`config.mk`:
```
export PLATFORM = sky130hd
export DESIGN_NAME = bcpe_ctrl
export DESIGN_NICKNAME = d
export VERILOG_FILES = /design/src/rtl/bcpe_pkg.sv /design/src/rtl/bcpe_ctrl.sv
export SDC_FILE = /design/constraint.sdc
export NUM_CORES = 1
export LEC_CHECK = 0
export BUFFER_PORTS_ARGS = -buffer_cell sky130_fd_sc_hd__buf_2
export CAP_MARGIN = 20
export CELL_PAD_IN_SITES_DETAIL_PLACEMENT = 1
export CELL_PAD_IN_SITES_GLOBAL_PLACEMENT = 1
export CORE_ASPECT_RATIO = 1.25
export CORE_MARGIN = 10
export CORE_UTILIZATION = 25
export CTS_BUF_LIST = sky130_fd_sc_hd__clkbuf_16
export DETAILED_ROUTE_END_ITERATION = 8
export PLACE_DENSITY = 0.59
export SYNTH_ARGS = -nofsm -noshare
export SYNTH_HDL_FRONTEND = slang
export SYNTH_SLANG_ARGS = --single-unit
```
`constraint.sdc`:
```
create_clock -name clock -period 5.1 [get_ports clock]
set_input_delay 0.51 -clock clock [delete_from_list [all_inputs] [get_ports clock]]
set_output_delay 0.51 -clock clock [all_outputs]
set_load 0.005 [all_outputs]
```
`src/rtl/bcpe_pkg.sv`:
```
// Shared types and constants for the Bezier curve point evaluator.
package bcpe_pkg;

   localparam int COORD_W = 32;   // signed Q15.16 coordinate
   localparam int DEG_W   = 3;    // degree register width
   localparam int SLOT_W  = 3;    // control point slot field width
   localparam int PARAM_W = 17;   // curve parameter field width

   localparam logic       ACT_LOAD  = 1'b0;
   localparam logic       ACT_EVAL  = 1'b1;
   localparam logic [DEG_W-1:0] DEG_RESET = 3'd3;

   typedef struct packed {
      logic signed [COORD_W-1:0] x;
      logic signed [COORD_W-1:0] y;
      logic signed [COORD_W-1:0] z;
   } point_type;

   typedef enum logic [1:0] {
      ST_IDLE,
      ST_RUN,
      ST_DONE
   } state_type;

   // Controller to datapath commands
   typedef struct packed {
      logic             load;   // write a control point slot
      logic             copy;   // seed working row from store, latch u
      logic             step;   // one interpolation on row[0], row[1]
      logic             last;   // final step of the current level
      logic [DEG_W-1:0] tail;   // outputs in the current level
   } cmd_type;

endpackage

```
`src/rtl/bcpe_ctrl.sv`:
```
// Controller: degree register, level/step sequencer and beat handshake.
module bcpe_ctrl
   import bcpe_pkg::*;
#(
   parameter int MAX_POINTS = 8
) (
   input  logic             clock,
   input  logic             reset,
   input  logic             start,
   input  logic             req_action,
   input  logic             csr_write_en,
   input  logic [DEG_W-1:0] csr_write_data,
   output logic             busy,
   output logic             rsp_valid,
   output cmd_type          cmd
);

   state_type        state_ff, state_in;
   logic [DEG_W-1:0] degree_ff;
   logic [DEG_W-1:0] lvl_ff, lvl_in;
   logic [DEG_W-1:0] stp_ff, stp_in;
   logic [DEG_W-1:0] deg_n;
   logic             last_step;

   // degree limited by the store depth
   assign deg_n = (int'(degree_ff) > MAX_POINTS - 1) ? DEG_W'(MAX_POINTS - 1) : degree_ff;
   assign last_step = (stp_ff == lvl_ff - DEG_W'(1));

   always_ff @(posedge clock) begin
      if (reset) begin
         state_ff  <= ST_IDLE;
         degree_ff <= DEG_RESET;
         lvl_ff    <= '0;
         stp_ff    <= '0;
      end else begin
         state_ff <= state_in;
         lvl_ff   <= lvl_in;
         stp_ff   <= stp_in;
         if (csr_write_en) begin
            degree_ff <= csr_write_data;
         end
      end
   end

   always_comb begin
      state_in  = state_ff;
      lvl_in    = lvl_ff;
      stp_in    = stp_ff;
      cmd       = '0;
      busy      = 1'b0;
      rsp_valid = 1'b0;
      unique case (state_ff) inside
         ST_IDLE, ST_DONE: begin
            rsp_valid = (state_ff == ST_DONE);
            state_in  = ST_IDLE;
            if (start) begin
               if (req_action == ACT_LOAD) begin
                  cmd.load = 1'b1;
               end else begin
                  cmd.copy = 1'b1;
                  if (deg_n == '0) begin
                     state_in = ST_DONE;
                  end else begin
                     state_in = ST_RUN;
                     lvl_in   = deg_n;
                     stp_in   = '0;
                  end
               end
            end
         end
         ST_RUN: begin
            busy     = 1'b1;
            cmd.step = 1'b1;
            cmd.last = last_step;
            cmd.tail = lvl_ff;
            if (last_step) begin
               stp_in = '0;
               if (lvl_ff == DEG_W'(1)) begin
                  state_in = ST_DONE;
               end else begin
                  lvl_in = lvl_ff - DEG_W'(1);
               end
            end else begin
               stp_in = stp_ff + DEG_W'(1);
            end
         end
         default: begin
            state_in = ST_IDLE;
         end
      endcase
   end

endmodule

```
==> metrics.txt <==
RePlAce Congestion just over 0.7; wire per inst 14.6 µm; Peak VDD IR 0.179 mV; worst-skew pair later-pin latency 0.24 ns; Leak Pwr 0.372 nW; Fill cells around 300; via/cell ratio 4.79; Mapped Cells 71; Cell Count, Final, Fillers Out 121; Arrival @ worst endpoint between 1.5 and 2 ns; pre-CTS setup slack around 3.1 ns; CTS-repair resized insts 0; Die Width between 60 and 70 µm; Reg-to-Reg Start lvl_ff[0]; Core ar. 0.00250 mm²; largest net degree at the start of global routing 14; Worst Setup Start Kind register; worst path bufs/invs 2; Slew Viols, Final 0; die span in y slightly below 80 µm; cell family with most CP delay flip-flops; Yosys Warn Count 0; RSZ-0062 raised after global routing false; total number of vias 579; fmax 0.460 GHz; slew margin rel. 0.738; PnR worst setup slack between 2 and 3 ns; postcts setup bufs 0; sequential element share of the synthesized area 0.330; dpl cells 117; clk slew on worst S/H paths 0.04 ns; Design Area, Final 852 µm²; first-pass GRT wire length 2700 µm; DRT Wirelength approximately 1800 µm; # setup viols final 0; Worst R2R End lvl_ff[2]; final critical-path required period about 2.2 ns; slew of the pin with the lowest slew margin approximately 0.39 ns; most frequent cells in the layout buf_2, dfxtp_1, nor2_1; power per cell area approximately 450 mW/mm²; Crit Path Category reg -> out; Hold Slack 0.476 ns; Post-Syn Area 668 µm²; GRT Residual Overflow 0; Yosys cell types 32; DRT iter0 DRCs 10; DP Wirelength 1370 µm; Setup TNS 0 ns; Final Util 0.341; CTS Buf Count 3; Final nets 100; vias in the first global route 549; Post-Syn Nets 82; antenna cells 0; Area growth, synth to finish 27.5%; Port Buf Inserts 16; register bit total from synthesis 11; DIE AREA 0.00515 mm²; Tcrit/Tclk final 0.426; IO Pins 17; maxcap violations 0; most common cell after layout, fill and taps aside buf_2; worst hold path startpoint csr_write_data[0]; Tot Pwr 0.383 mW; Critical Path Max Stage Delay 0.41 ns; initial antenna violation count 0; fraction of layout cells with a size suffix above 1 0.295; FF-to-FF path depth 6; DR pass1 iterations 2; total global-route track usage 0.0698; R2R Setup Slk roughly 3.1 ns; Worst Setup SP lvl_ff[0]; worst clock skew 0.00298 ns; syn_area_per_cell 9.41 µm²; CTS sink cnt 11; Critical Path Stages 6; Area after DPL 773 µm²; Site Rows 20; Yosys top cell area share 0.330; worst-path fanout max 4; Fin. Hold Viols 0; hold depth 2; min-delay worst type in -> reg; DRC 0; Post-CTS Hold Buffers 0; Starting Density 0.267; outcome finished, final reports clean; Root Driver clkbuf_16; ordered list of cells on the worst path inv_1 > ha_1 > xor2_2 > nand3_1 > nor2_1 > buf_2; CP max stage cell dfxtp_1; Required @ worst endpoint 4.59 ns; CTS tree yes; Crit. End Element output port; CTS max path bufs 2; critical path endpoint cmd[3]; top cells by area, synth dfxtp_1, ha_1, nor2_1, xor2_2, nor2b_1; H-Tree Depth 1; Synth area leader dfxtp_1; ANT nets after route 0
==> layer usage <==
layer	track usage	up-vias	part of all wire
met5	0	-	0
met4	0.0567	0	0.036
met3	0.0287	5	0.078
met2	0.115	15	0.52
met1	0.0650	271	0.36
li1	-	288	-
==> cell usage after synthesis <==
| cell type | count |
|---|---|
| dfxtp_1 | 11 |
| nor2_1 | 10 |
| inv_1 | 5 |
| nor2b_1 | 4 |
| a21oi_1 | 3 |
| ha_1 | 3 |
| o21ai_0 | 3 |
| a211o_1 | 2 |
| a22oi_1 | 2 |
| mux2i_1 | 2 |
| nand3b_1 | 2 |
| nor3_1 | 2 |
| nor3b_1 | 2 |
| xor2_2 | 2 |
| a2111o_1 | 1 |
| a211oi_1 | 1 |
| a311oi_1 | 1 |
| a31oi_4 | 1 |
| and2_1 | 1 |
| and2b_4 | 1 |
| buf_1 | 1 |
| buf_2 | 1 |
| buf_4 | 1 |
| nand2b_2 | 1 |
| nand3_1 | 1 |
| o21a_1 | 1 |
| o22a_1 | 1 |
| o311ai_0 | 1 |
| o31ai_1 | 1 |
| o32ai_2 | 1 |
| or2_1 | 1 |
| xnor3_2 | 1 |
==> state kept, by name, summed over array words and instances, names as in the netlist <==
| register | count |
|---|---|
| state_ff | 2 |
| deg_n | 3 |
| stp_ff | 3 |
| lvl_ff | 3 |
==> how the worst min path moves through the flow <==
stage,end,slack (ns)
6_report,deg_n[0],0.48
5_1_grt,deg_n[0],0.49
4_1_cts,deg_n[0],0.48
3_5_place_dp,lvl_ff[1],0.48
3_3_place_gp,lvl_ff[1],0.46
2_1_floorplan,lvl_ff[1],0.45
==> area by class of cell <==
class	count	area, µm²	area share
repair buffers	16	80.1	0.0940
inverters	5	18.8	0.0220
well taps	33	41.3	0.0485
multi-input cells	52	413	0.485
clock inverters	1	3.75	0.00441
flip-flops and latches	11	220	0.258
clock buffers	3	75.1	0.0881
==> cell families after synthesis <==
family,count (synthesis),synth area share
AOI/OAI and AO/OA,19,0.240
muxes,2,0.0300
xor gates and xnor gates,3,0.0843
and+or+nand+nor,25,0.208
adders and majority gates,3,0.0562
buffers and inverters,8,0.0524
DFF,11,0.330
==> power by group <==
part | switching (mW) | leakage, nW | internal (mW)
clock | 0.0422 | 0.0423 | 0.103
combinational | 0.0723 | 0.240 | 0.0548
sequential | 0.0129 | 0.0904 | 0.0980
==> worst register-to-register path: stages, from the launching register on <==
cell and delay, ns:
dfxtp_1 0.41, inv_1 0.12, ha_1 0.35, xor2_2 0.23, a31oi_4 0.19, o311ai_0 0.43, o31ai_1 0.12
No activity file was read; power rests on OpenSTA's default activity.
